## src/rtl/srp_pkg.sv

```systemverilog
// Package with the codes, widths and helper function of the shelf rectangle packer.
package srp_pkg;

    localparam int unsigned FIELD_W                  = 12;
    localparam int unsigned POS_W                    = 11;
    localparam int unsigned CFG_INDEX_W              = 4;
    localparam int unsigned MAX_ATLAS_HEIGHT_DEFAULT = 2048;

    localparam logic [FIELD_W-1:0] ATLAS_WIDTH_LIMIT = 12'd2048;
    localparam logic [FIELD_W-1:0] USED_SIZE_CLAMP   = 12'hFFF;

    localparam logic [1:0] OP_START  = 2'd0;
    localparam logic [1:0] OP_PLACE  = 2'd1;
    localparam logic [1:0] OP_FINISH = 2'd2;

    localparam logic [1:0] FM_RGBA  = 2'd0;
    localparam logic [1:0] FM_RGB   = 2'd1;
    localparam logic [1:0] FM_ALPHA = 2'd2;

    localparam logic [1:0] ST_OK    = 2'd0;
    localparam logic [1:0] ST_NOFIT = 2'd1;
    localparam logic [1:0] ST_ORDER = 2'd2;

    localparam logic PM_FLAT  = 1'b0;
    localparam logic PM_SPLIT = 1'b1;

    localparam logic [CFG_INDEX_W-1:0] CFG_ATLAS_WIDTH  = 4'd0;
    localparam logic [CFG_INDEX_W-1:0] CFG_PACKING_MODE = 4'd1;

    // Smallest power of two, at least one, not below v; v must not exceed 2048.
    function automatic logic [FIELD_W-1:0] pow2_ceil(input logic [FIELD_W-1:0] v);
        logic [FIELD_W-1:0] m;
        logic [FIELD_W-1:0] p;
        m = v - 12'd1;
        p = 12'd1;
        if (v > 12'd1) begin
            for (int i = 0; i < FIELD_W - 1; i++) begin
                if (m[i]) begin
                    p = 12'd1 << (i + 1);
                end
            end
        end
        return p;
    endfunction

endpackage

```

## src/rtl/shelf_rect_packer_top.sv

```systemverilog
// Shelf rectangle packer: places frames into an atlas by next-fit shelf packing.
//
// The block takes one command per transfer on the s_ channel and returns exactly one result per
// command on the m_ channel. A command moves into an input register, the placement logic works on
// it and the register file of shelf cursors combinationally, and the result lands in an output
// register; a new command can therefore be accepted in every cycle while m_ready is held high.
// Back-pressure on m_ channel stalls the input register once the output register is full.
// Configuration writes take effect in the cycle after the transfer and must only be made while
// no command is in flight.
module shelf_rect_packer_top
    import srp_pkg::*;
#(
    parameter int unsigned MAX_ATLAS_HEIGHT = MAX_ATLAS_HEIGHT_DEFAULT
) (
    input  logic                   aclk,
    input  logic                   aresetn,

    input  logic                   cfg_valid,
    output logic                   cfg_ready,
    input  logic [CFG_INDEX_W-1:0] cfg_index,
    input  logic [FIELD_W-1:0]     cfg_data,

    input  logic                   s_valid,
    output logic                   s_ready,
    input  logic [1:0]             s_operation,
    input  logic [FIELD_W-1:0]     s_frame_width,
    input  logic [FIELD_W-1:0]     s_frame_height,
    input  logic [1:0]             s_frame_mode,

    output logic                   m_valid,
    input  logic                   m_ready,
    output logic [POS_W-1:0]       m_pos_x,
    output logic [POS_W-1:0]       m_pos_y,
    output logic [1:0]             m_status,
    output logic [FIELD_W-1:0]     m_used_width,
    output logic [FIELD_W-1:0]     m_used_height
);

    localparam int unsigned HW = $clog2(MAX_ATLAS_HEIGHT + 1);
    localparam int unsigned SW = ((HW > FIELD_W) ? HW : FIELD_W) + 1;

    logic [FIELD_W-1:0] atlas_width_reg, atlas_width_next;
    logic               packing_mode_reg, packing_mode_next;

    logic               in_valid_reg;
    logic [1:0]         in_op_reg;
    logic [FIELD_W-1:0] in_fw_reg;
    logic [FIELD_W-1:0] in_fh_reg;
    logic [1:0]         in_fm_reg;

    logic [HW-1:0]      top_reg [2];
    logic [HW-1:0]      top_next [2];
    logic [FIELD_W-1:0] cursor_reg [2];
    logic [FIELD_W-1:0] cursor_next [2];
    logic [HW-1:0]      next_top_reg [2];
    logic [HW-1:0]      next_top_next [2];
    logic [FIELD_W-1:0] widest_reg [2];
    logic [FIELD_W-1:0] widest_next [2];
    logic               shared_reg, shared_next;
    logic [1:0]         err_reg, err_next;

    logic               out_valid_reg, out_valid_next;
    logic [POS_W-1:0]   pos_x_reg, pos_x_next;
    logic [POS_W-1:0]   pos_y_reg, pos_y_next;
    logic [1:0]         status_reg, status_next;
    logic [FIELD_W-1:0] used_w_reg, used_w_next;
    logic [FIELD_W-1:0] used_h_reg, used_h_next;

    logic               advance;
    logic [FIELD_W-1:0] aw;
    logic               place_ok;
    logic               sel;
    logic [FIELD_W:0]   cur_sum;
    logic               wrap;
    logic [FIELD_W-1:0] cur_eff;
    logic [HW-1:0]      top_eff;
    logic [SW-1:0]      bottom;
    logic               fail;
    logic [FIELD_W-1:0] cur_new;
    logic [HW-1:0]      nt_new;
    logic [FIELD_W-1:0] wid_new;
    logic [HW-1:0]      max_nt;
    logic [SW-1:0]      max_nt_ext;
    logic [FIELD_W-1:0] max_wid;

    assign advance   = in_valid_reg && (!out_valid_reg || m_ready);
    assign s_ready   = !in_valid_reg || advance;
    assign cfg_ready = 1'b1;

    assign m_valid       = out_valid_reg;
    assign m_pos_x       = pos_x_reg;
    assign m_pos_y       = pos_y_reg;
    assign m_status      = status_reg;
    assign m_used_width  = used_w_reg;
    assign m_used_height = used_h_reg;

    assign aw = (atlas_width_reg > ATLAS_WIDTH_LIMIT) ? ATLAS_WIDTH_LIMIT : atlas_width_reg;

    always_comb begin
        atlas_width_next  = atlas_width_reg;
        packing_mode_next = packing_mode_reg;
        if (cfg_valid) begin
            unique case (cfg_index)
                CFG_ATLAS_WIDTH:  atlas_width_next  = cfg_data;
                CFG_PACKING_MODE: packing_mode_next = cfg_data[0];
                default:          ;
            endcase
        end
    end

    always_comb begin
        sel      = 1'b0;
        place_ok = 1'b1;
        if (packing_mode_reg == PM_SPLIT) begin
            priority if (in_fm_reg == FM_RGB) begin
                sel = 1'b0;
            end else if (in_fm_reg == FM_ALPHA) begin
                sel = 1'b1;
            end else if (in_fm_reg == FM_RGBA && shared_reg) begin
                sel = 1'b0;
            end else begin
                place_ok = 1'b0;
            end
        end
    end

    always_comb begin
        cur_sum = {1'b0, cursor_reg[sel]} + {1'b0, in_fw_reg};
        wrap    = cur_sum > {1'b0, aw};
        cur_eff = wrap ? '0 : cursor_reg[sel];
        top_eff = wrap ? next_top_reg[sel] : top_reg[sel];
        bottom  = {{(SW-HW){1'b0}}, top_eff} + {{(SW-FIELD_W){1'b0}}, in_fh_reg};
        fail    = (wrap && (in_fw_reg > aw)) || (bottom > SW'(MAX_ATLAS_HEIGHT));
        cur_new = wrap ? in_fw_reg : cur_sum[FIELD_W-1:0];
        nt_new  = (bottom[HW-1:0] > next_top_reg[sel]) ? bottom[HW-1:0] : next_top_reg[sel];
        wid_new = (cur_new > widest_reg[sel]) ? cur_new : widest_reg[sel];
    end

    always_comb begin
        max_nt     = (next_top_reg[0] > next_top_reg[1]) ? next_top_reg[0] : next_top_reg[1];
        max_nt_ext = {{(SW-HW){1'b0}}, max_nt};
        max_wid    = (widest_reg[0] > widest_reg[1]) ? widest_reg[0] : widest_reg[1];
    end

    always_comb begin
        top_next      = top_reg;
        cursor_next   = cursor_reg;
        next_top_next = next_top_reg;
        widest_next   = widest_reg;
        shared_next   = shared_reg;
        err_next      = err_reg;
        pos_x_next    = '0;
        pos_y_next    = '0;
        used_w_next   = '0;
        used_h_next   = '0;

        unique case (in_op_reg)
            OP_START: begin
                top_next      = '{default: '0};
                cursor_next   = '{default: '0};
                next_top_next = '{default: '0};
                widest_next   = '{default: '0};
                shared_next   = 1'b1;
                err_next      = ST_OK;
            end
            OP_PLACE: begin
                if (err_reg == ST_OK) begin
                    if (packing_mode_reg == PM_SPLIT &&
                        (in_fm_reg == FM_RGB || in_fm_reg == FM_ALPHA)) begin
                        shared_next = 1'b0;
                    end
                    if (!place_ok) begin
                        err_next = ST_ORDER;
                    end else begin
                        top_next[sel]    = top_eff;
                        cursor_next[sel] = cur_eff;
                        if (fail) begin
                            err_next = ST_NOFIT;
                        end else begin
                            pos_x_next         = cur_eff[POS_W-1:0];
                            pos_y_next         = POS_W'(top_eff);
                            cursor_next[sel]   = cur_new;
                            next_top_next[sel] = nt_new;
                            widest_next[sel]   = wid_new;
                            if (shared_next) begin
                                top_next[1]      = top_eff;
                                cursor_next[1]   = cur_new;
                                next_top_next[1] = nt_new;
                                widest_next[1]   = wid_new;
                            end
                        end
                    end
                end
            end
            OP_FINISH: begin
                used_w_next = pow2_ceil(max_wid);
                used_h_next = (max_nt_ext > SW'(ATLAS_WIDTH_LIMIT)) ? USED_SIZE_CLAMP
                                                                    : pow2_ceil(max_nt_ext[FIELD_W-1:0]);
            end
            default: ;
        endcase

        status_next = err_next;
    end

    always_comb begin
        out_valid_next = out_valid_reg;
        if (advance) begin
            out_valid_next = 1'b1;
        end else if (m_ready) begin
            out_valid_next = 1'b0;
        end
    end

    always_ff @(posedge aclk) begin
        if (!aresetn) begin
            atlas_width_reg  <= ATLAS_WIDTH_LIMIT;
            packing_mode_reg <= PM_FLAT;
            in_valid_reg     <= 1'b0;
            out_valid_reg    <= 1'b0;
            top_reg          <= '{default: '0};
            cursor_reg       <= '{default: '0};
            next_top_reg     <= '{default: '0};
            widest_reg       <= '{default: '0};
            shared_reg       <= 1'b1;
            err_reg          <= ST_OK;
        end else begin
            atlas_width_reg  <= atlas_width_next;
            packing_mode_reg <= packing_mode_next;
            out_valid_reg    <= out_valid_next;
            if (s_ready) begin
                in_valid_reg <= s_valid;
            end
            if (advance) begin
                top_reg      <= top_next;
                cursor_reg   <= cursor_next;
                next_top_reg <= next_top_next;
                widest_reg   <= widest_next;
                shared_reg   <= shared_next;
                err_reg      <= err_next;
            end
        end
    end

    always_ff @(posedge aclk) begin
        if (s_valid && s_ready) begin
            in_op_reg <= s_operation;
            in_fw_reg <= s_frame_width;
            in_fh_reg <= s_frame_height;
            in_fm_reg <= s_frame_mode;
        end
        if (advance) begin
            pos_x_reg  <= pos_x_next;
            pos_y_reg  <= pos_y_next;
            status_reg <= status_next;
            used_w_reg <= used_w_next;
            used_h_reg <= used_h_next;
        end
    end

endmodule

```

## config.mk

```make
export PLATFORM = sky130hd
export DESIGN_NAME = shelf_rect_packer_top
export DESIGN_NICKNAME = d
export VERILOG_FILES = /design/src/rtl/srp_pkg.sv /design/src/rtl/shelf_rect_packer_top.sv
export SDC_FILE = /design/constraint.sdc
export NUM_CORES = 1
export LEC_CHECK = 0
export BUFFER_PORTS_ARGS = -buffer_cell sky130_fd_sc_hd__buf_2
export CORE_MARGIN = 2
export CORE_UTILIZATION = 42
export CTS_BUF_LIST = sky130_fd_sc_hd__clkbuf_4 sky130_fd_sc_hd__clkbuf_8 sky130_fd_sc_hd__clkbuf_16
export DETAILED_ROUTE_END_ITERATION = 10
export SLEW_MARGIN = 20
export SYNTH_ARGS = -nofsm -noshare
export SYNTH_HDL_FRONTEND = slang
export SYNTH_SLANG_ARGS = --single-unit
```

## constraint.sdc

```tcl
create_clock -name aclk -period 19.6 [get_ports aclk]
set_clock_uncertainty 0.15 [all_clocks]
set_input_delay 0.98 -clock aclk [delete_from_list [all_inputs] [get_ports aclk]]
set_output_delay 0.98 -clock aclk [all_outputs]
set_load 0.02 [all_outputs]
```

## Word level (Yosys, flattened, before mapping)

Cells that the tools add are included.
W data, S select, Z words.

- Add/sub/neg operators: 4
- $mul: 0
- Divide/modulo/power cells: 0
- Magnitude comparators: 13
- Equal/unequal tests: 8
- Shift operators: 0
- Muxes and demuxes: 90
- Bitwise gates (word level): 6
- Reductions and logical operators: 35

Operator list:

| cell | count |
|---|---|
| $mux W12 | 48 |
| $mux W24 | 11 |
| $pmux W24 S2 | 4 |
| $bwmux W24 | 5 |
| $gt A12 B12 Y1 | 5 |
| $add A12 B12 Y13 | 2 |
| $gt A12 B1 Y1 const B | 2 |
| $gt A12 B12 Y1 const B | 2 |
| $sub A11 B1 Y11 const B | 2 |
| $mux W1 | 14 |
| $gt A13 B12 Y1 | 1 |
| $gt A13 B12 Y1 const B | 1 |
| $demux W12 S1 | 1 |
| $reduce_or A12 Y1 | 1 |
| $reduce_or A11 Y1 | 1 |
| $mux W2 | 5 |
| $reduce_or A10 Y1 | 1 |
| $reduce_or A9 Y1 | 1 |
| $reduce_or A4 Y1 | 2 |
| $reduce_or A8 Y1 | 1 |
| $reduce_or A7 Y1 | 1 |
| $logic_and A1 B1 Y1 | 6 |
| $logic_not A2 Y1 | 3 |
| $ne A2 B2 Y1 const B | 3 |
| other kinds (20) | 33 |

- Register bits after elaboration: 190
- Bits in latches: 0
- RAM bits: 0
- Memory bits (read-only): 0
- Input port bits: 49
- Memories kept: 0

## Longest topological paths before layout

- Depth after elaboration: 20
- Mapped depth: 39
- Mapped depth without buffers: 36

## Worst setup path after synthesis

No wires, ideal clock.

- Path kind: register to register
- Start: reg in_fm_reg[0]
- End: reg next_top_reg[0] (netlist name)
- Arrival time: 8492 ps
- Data required time: 19329 ps
- Path slack: 10837 ps
- Cell stages (with the launch flop): 39
- Buffers on the path: 4
- Period minus slack after synthesis: 8763 ps
- Cell sequence: edfxtp_1 > inv_1 > ha_1 > nand2_1 > clkbuf_1 > clkbuf_1 > mux2_2 > ha_1 > inv_1 > fa_1 > nor2b_1 > o21ai_1 > a21oi_1 > o31a_1 > a21oi_1 > xnor2_1 > ha_1 > a21o_1 > (+3 left out) > nor2_1 > buf_2 > mux2i_1 > ha_1 > buf_2 > a21oi_2 > nor2b_1 > o211a_1 > a211o_1 > nor3_2 > nor2_1 > ha_1 > nand4_1 > nor3_1 > a2111oi_0 > nor2_1 > mux2i_1 > a2bb2o_1

- Word-level cells in the longest chain between the ends: 20
- Elaborated cells between the ends (all ways): 49

Ends and longest elaborated chain:

| what | RTL line | RTL |
|---|---|---|
| start, declared | shelf_rect_packer_top.sv:49 | `logic [1:0] in_fm_reg;` |
| start signal, assigned | shelf_rect_packer_top.sv:250 | `in_fm_reg <= s_frame_mode;` |
| $eq A2 B2 Y1 | shelf_rect_packer_top.sv:117 | `end else if (in_fm_reg == FM_ALPHA) begin` |
| $mux W1 | shelf_rect_packer_top.sv:117 |  |
| $mux W1 (*) | shelf_rect_packer_top.sv:115 | `priority if (in_fm_reg == FM_RGB) begin` |
| $mux W1 (*) | shelf_rect_packer_top.sv:114 | `if (packing_mode_reg == PM_SPLIT) begin` |
| $not A1 Y2 (not written as such) (*) | shelf_rect_packer_top.sv:128, shelf_rect_packer_top.sv:131 |  |
| $mux W12 (not written as such) (3 in a row) | shelf_rect_packer_top.sv:128 | `cur_sum = {1'b0, cursor_reg[sel]} + {1'b0, in_fw_reg};` |
| $add A12 B12 Y13 | shelf_rect_packer_top.sv:128 |  |
| $gt A13 B12 Y1 | shelf_rect_packer_top.sv:129 | `wrap = cur_sum > {1'b0, aw};` |
| (+1 left out) | n/a |  |
| net top_eff[6] | shelf_rect_packer_top.sv:76 | `logic [HW-1:0] top_eff;` |
| (+1 left out) | n/a |  |
| $gt A12 B12 Y1 | shelf_rect_packer_top.sv:135 | `nt_new = (bottom[HW-1:0] > next_top_reg[sel]) ? bottom[HW-1:0] : next_top_reg[sel];` |
| $mux W12 | shelf_rect_packer_top.sv:135 |  |
| $bwmux W24 | shelf_rect_packer_top.sv:183 | `next_top_next[sel] = nt_new;` |
| $mux W12 | shelf_rect_packer_top.sv:185 | `if (shared_next) begin` |
| $mux W24 | shelf_rect_packer_top.sv:177 | `if (fail) begin` |
| $mux W24 | shelf_rect_packer_top.sv:172 | `if (!place_ok) begin` |
| $mux W24 | shelf_rect_packer_top.sv:167 | `if (err_reg == ST_OK) begin` |
| $pmux W24 S2 | shelf_rect_packer_top.sv:157 | `unique case (in_op_reg)` |
| end signal, assigned | shelf_rect_packer_top.sv:237 | `next_top_reg <= next_top_next;` |
| end, declared | shelf_rect_packer_top.sv:55 | `logic [HW-1:0] next_top_reg [2];` |

Mark *: on every way through the listed nets, which the timed path passes. The rest lies on a longest branch. The select of a mux whose other input is x is not followed.
A chain may end at the register's enable or synchronous reset.

## Final worst setup path

- Start: reg in_fm_reg[1]
- End: reg next_top_reg[22] (netlist name)

- Word-level cells in the longest chain between the ends: 19
- Elaborated cells between the ends (all ways): 43

Ends and longest elaborated chain:

| what | RTL line | RTL |
|---|---|---|
| $eq A2 B2 Y1 | shelf_rect_packer_top.sv:117 |  |
| $mux W1 | shelf_rect_packer_top.sv:117 |  |
| $mux W1 (*) | shelf_rect_packer_top.sv:115 |  |
| $mux W1 (*) | shelf_rect_packer_top.sv:114 |  |
| $not A1 Y2 (not written as such) (*) | shelf_rect_packer_top.sv:128, shelf_rect_packer_top.sv:131 |  |
| $mux W12 (not written as such) (3 in a row) | shelf_rect_packer_top.sv:128 |  |
| $add A12 B12 Y13 | shelf_rect_packer_top.sv:128 |  |
| $gt A13 B12 Y1 | shelf_rect_packer_top.sv:129 |  |
| (+1 left out) | n/a |  |
| net top_eff[1] | shelf_rect_packer_top.sv:76 |  |
| $add A12 B12 Y13 (*) | shelf_rect_packer_top.sv:132 | `bottom = {{(SW-HW){1'b0}}, top_eff} + {{(SW-FIELD_W){1'b0}}, in_fh_reg};` |
| $gt A12 B12 Y1 | shelf_rect_packer_top.sv:135 |  |
| $mux W12 | shelf_rect_packer_top.sv:135 |  |
| $bwmux W24 | shelf_rect_packer_top.sv:183 |  |
| $mux W24 | shelf_rect_packer_top.sv:177 |  |
| $mux W24 | shelf_rect_packer_top.sv:172 |  |
| $mux W24 | shelf_rect_packer_top.sv:167 |  |
| $pmux W24 S2 | shelf_rect_packer_top.sv:157 |  |

Marked as above.

==> impl_metrics.py <==
metrics = {
    "outcome": {
        "status": "complete, no violations",
    },
    "setup_path": {
        "crit_path_end_kind": "flop",
        "cp.arrival_ps": 9760,
        "critPathKind": "reg2reg",
        "crit_required_ps": 19840,
        "cp_slowest_stage_delay_ps": 750,
        "crit_family": "compound AO/OA/AOI/OAI gates",
        "worst-path-buf-inv": 5,
        "slowest_stage": "and3_1",
        "cp_max_fo": 47,
        "critPathLaunchType": "flop",
    },
    "pwr": {
        "power_density_nw_per_um2": 69.62,
        "clockPowerShare": 0.365,
        "vdd_ir_drop_max_mv": 0.04710,
        "p_switching_uw": 288.4,
        "share_comb_of_total_power": 0.185,
        "power.internal_uw": 661.7,
        "swShare": 0.3035,
        "pwr-share-seq": 0.451,
        "power_uw": 950.1,
        "power.leakage_uw": 0.005972,
    },
    "synth": {
        "synth_top_family_by_area": "compound AO/OA/AOI/OAI gates",
        "synth.mux.area_fraction": 0.1030,
        "yosys_register_bits": 190,
        "syn_area_um2": 12240,
        "synth_xor_area_frac": 0.02862,
        "syn_inst": 1248,
        "synth-main-ff-cell": "dfxtp_1",
        "synthSimpleGateAreaFrac": 0.1402,
        "synth_compound_area_frac": 0.1914,
        "syn_nets": 1408,
        "yosysUniqueCellTypes": 91,
        "synthArstFlopShare": 0,
        "yosys.area_share.adder": 0.1147,
        "ys_seq_area_frac": 0.3729,
        "syn_avg_cell_area_um2": 9.809,
        "yosysWarnings": 0,
        "synth-edff-count": 76,
    },
    "die": {
        "die_h_um": 174.7,
        "die_area_um2": 30530,
        "core_um2": 28700,
        "ioPinCount": 100,
        "die_w_um": 174.7,
        "fp-row-count": 62,
        "initial_utilization": 0.4265,
    },
    "placed_design": {
        "gp_congestion": 0.8682,
        "io_buffers": 98,
        "dp_hpwl_um": 22580,
    },
    "route": {
        "totalWireLength_um": 30340,
        "dr_total_vias": 9608,
        "viasPerCell": 5.593,
        "drtIter0Drc": 580,
        "dr.pass1.iters": 4,
        "ant_nets": 0,
        "drc_errors": 0,
        "wl_per_cell_um": 17.66,
    },
    "timing": {
        "setup-violations-final": 0,
        "grt_setup_unrepaired": "false",
        "relSlewSlack": 0.2845,
        "fmax_ghz": 0.1051,
        "finalCritPeriodShare": 0.4857,
        "tightest_slew_ps": 1066,
        "report.final.slew_viol_count": 0,
        "setup_tns_ps": 0,
        "finalHoldViolCount": 0,
        "period_needed_ps": 9519,
    },
    "clock_network": {
        "clock-sinks": 190,
        "tritoncts": "built",
        "postCtsSetupRepairBufs": 0,
        "clk_pin_slew_ps": 80,
        "htreeDepth": 4,
        "hold_buffers": 0,
        "cts_made_buffers": 17,
        "cts_resized": 0,
        "root_buffer": "clkbuf_16",
        "clk_path_buf_depth": 2,
        "clk_latency_ps": 450,
    },
    "global_route": {
        "grt_pass1_wl_um": 49600,
        "grt_max_degree": 52,
        "grt_pass1_vias": 9311,
        "antenna_found_initial": 0,
        "grt.overflow.total": 0,
        "grt_usage": 0.2018,
    },
    "min_path": {
        "hp-class": "reg2reg",
    },
    "cells_and_area": {
        "layout-drive-gt1-share": 0.1529,
        "area_delta_synth_final_pct": 11.48,
        "diodes": 0,
        "num-nets-final": 1481,
    },
    "flow_run": {
        "drv_cap": 0,
    },
}
==> synthesized netlist by cell type (3+ instances only) <==
| cell type | count | area (um^2) |
|---|---|---|
| xor2_1 | 9 | 78.83 |
| buf_1 | 3 | 11.26 |
| a211o_1 | 5 | 43.79 |
| a21boi_0 | 3 | 22.52 |
| a2111oi_0 | 5 | 43.79 |
| clkbuf_1 | 39 | 146.4 |
| nand2_1 | 76 | 285.3 |
| nor3_1 | 31 | 155.2 |
| buf_6 | 7 | 78.83 |
| a31oi_1 | 9 | 56.30 |
| nand3_1 | 15 | 75.07 |
| a21oi_2 | 3 | 26.28 |
| a22o_1 | 65 | 569.3 |
| a211oi_1 | 6 | 45.04 |
| and2_1 | 6 | 37.54 |
| nor3b_1 | 5 | 37.54 |
| dfxtp_1 | 114 | 2282 |
| nor2_1 | 91 | 341.6 |
| or3_1 | 5 | 31.28 |
| nand2b_1 | 12 | 75.07 |
| o2bb2ai_1 | 19 | 166.4 |
| ha_1 | 109 | 1364 |
| o21a_1 | 13 | 97.59 |
| mux2i_1 | 101 | 1011 |
| a21o_1 | 23 | 172.7 |
| o211ai_1 | 9 | 67.56 |
| and3_1 | 27 | 168.9 |
| o31a_1 | 7 | 61.31 |
| mux2_2 | 19 | 214.0 |
| a21oi_1 | 45 | 225.2 |
| o21ai_0 | 37 | 185.2 |
| or4_1 | 4 | 30.03 |
| buf_2 | 7 | 35.03 |
| nor2b_1 | 14 | 87.58 |
| edfxtp_1 | 76 | 2282 |
| nand4_1 | 17 | 106.4 |
| buf_4 | 5 | 37.54 |
| o311ai_0 | 3 | 26.28 |
| a22oi_1 | 14 | 105.1 |
| inv_1 | 76 | 285.3 |
| o21ai_1 | 6 | 30.03 |
| and4_1 | 3 | 26.28 |
| xnor2_1 | 31 | 271.5 |
| or2_2 | 3 | 18.77 |
| nor4_1 | 11 | 68.82 |
==> per-stage QoR <==
stage	std cells	utilization	hold slack [ps]	worst slack (ps)	instance area [um^2]
final	1718	0.4755	318.1	10080	13650
after global routing	1718	0.4755	325.2	9330	13650
after CTS	1718	0.4753	319.3	10080	13640
after detailed placement	1686	0.4551	299.4	10120	13060
after global placement	1686	0.4548	292.9	10320	13060
after floorplan	1248	-	276.9	10840	12240
==> cell families (layout without fill, tap and decap cells) <==
group	count (synthesis)	after routing
simple gates	337	337
compound gates	309	309
flops	190	190
buf+inv	138	224
mux	122	122
fa+ha+maj	111	111
xor+xnor	40	40
other cells	1	1
==> cells in the final DEF, fill, tap and decap left out, drive strengths merged, types with 7 or more instances in the layout <==
cell,instances
a2111oi,7
a211oi,7
a21o,23
a21oi,49
a22o,65
a22oi,14
a31oi,9
and3,27
buf,115
clkbuf,18
dfxtp,114
edfxtp,76
ha,109
inv,86
mux2,19
mux2i,103
nand2,76
nand2b,12
nand3,15
nand4,17
nor2,91
nor2b,14
nor3,33
nor4,13
o211ai,9
o21a,13
o21ai,43
o2bb2ai,19
o31a,7
xnor2,31
xor2,9
==> layout make-up <==
cell class                      instances  area, um^2
Clock buffer                           18       432.9
Clock inverter                         14       146.4
Fill cell                            2746       15060
Inverter                               77       289.0
Multi-Input combinational cell        920        7116
Sequential cell                       190        4564
Tap cell                              384       480.5
Timing Repair Buffer                  115       618.1
==> worst reg2reg max path: cells and delay by family (launching register included) <==
kind	cells	cell delay, ps
buffers and inverters	5	1570
multiplexers	2	880
XOR/XNOR	1	170
AO/OA/AOI/OAI	13	3180
AND/OR/NAND/NOR	7	1720
flip-flops	1	440
adder cells (fa/ha/maj)	5	1320
==> power by group through the flow <==
stage	combinational [uW]	sequential [uW]	clock, uW
3_5_place_dp	175	437	0
3_3_place_gp	173	437	0
4_1_cts	175	428	352
2_1_floorplan	128	440	0
6_report	176	428	346
5_1_grt	195	429	367
==> layer usage <==
layer / track usage / wire [um] / vias to the layer above
li1: - / - / 4792
met1: 0.2932 / 15310 / 4531
met2: 0.3096 / 13190 / 252
met3: 0.03460 / 1389 / 33
met4: 0.05382 / 448 / 0
met5: 0 / 0 / -
==> final timing paths <==
kind / startpoint / to / cells past startpoint / slack (ps)
worst max-delay path: in_fm_reg[1]$_DFFE_PP_ / next_top_reg[22]$_SDFFE_PN0P_ / 33 / 10080
worst min-delay path: top_reg[9]$_SDFFE_PN0P_ / top_reg[9]$_SDFFE_PN0P_ / 1 / 320
worst max register to register: in_fm_reg[1]$_DFFE_PP_ / next_top_reg[22]$_SDFFE_PN0P_ / 33 / 10080
worst min register to register: top_reg[9]$_SDFFE_PN0P_ / top_reg[9]$_SDFFE_PN0P_ / 1 / 320
(Power assumes the default switching activity.)
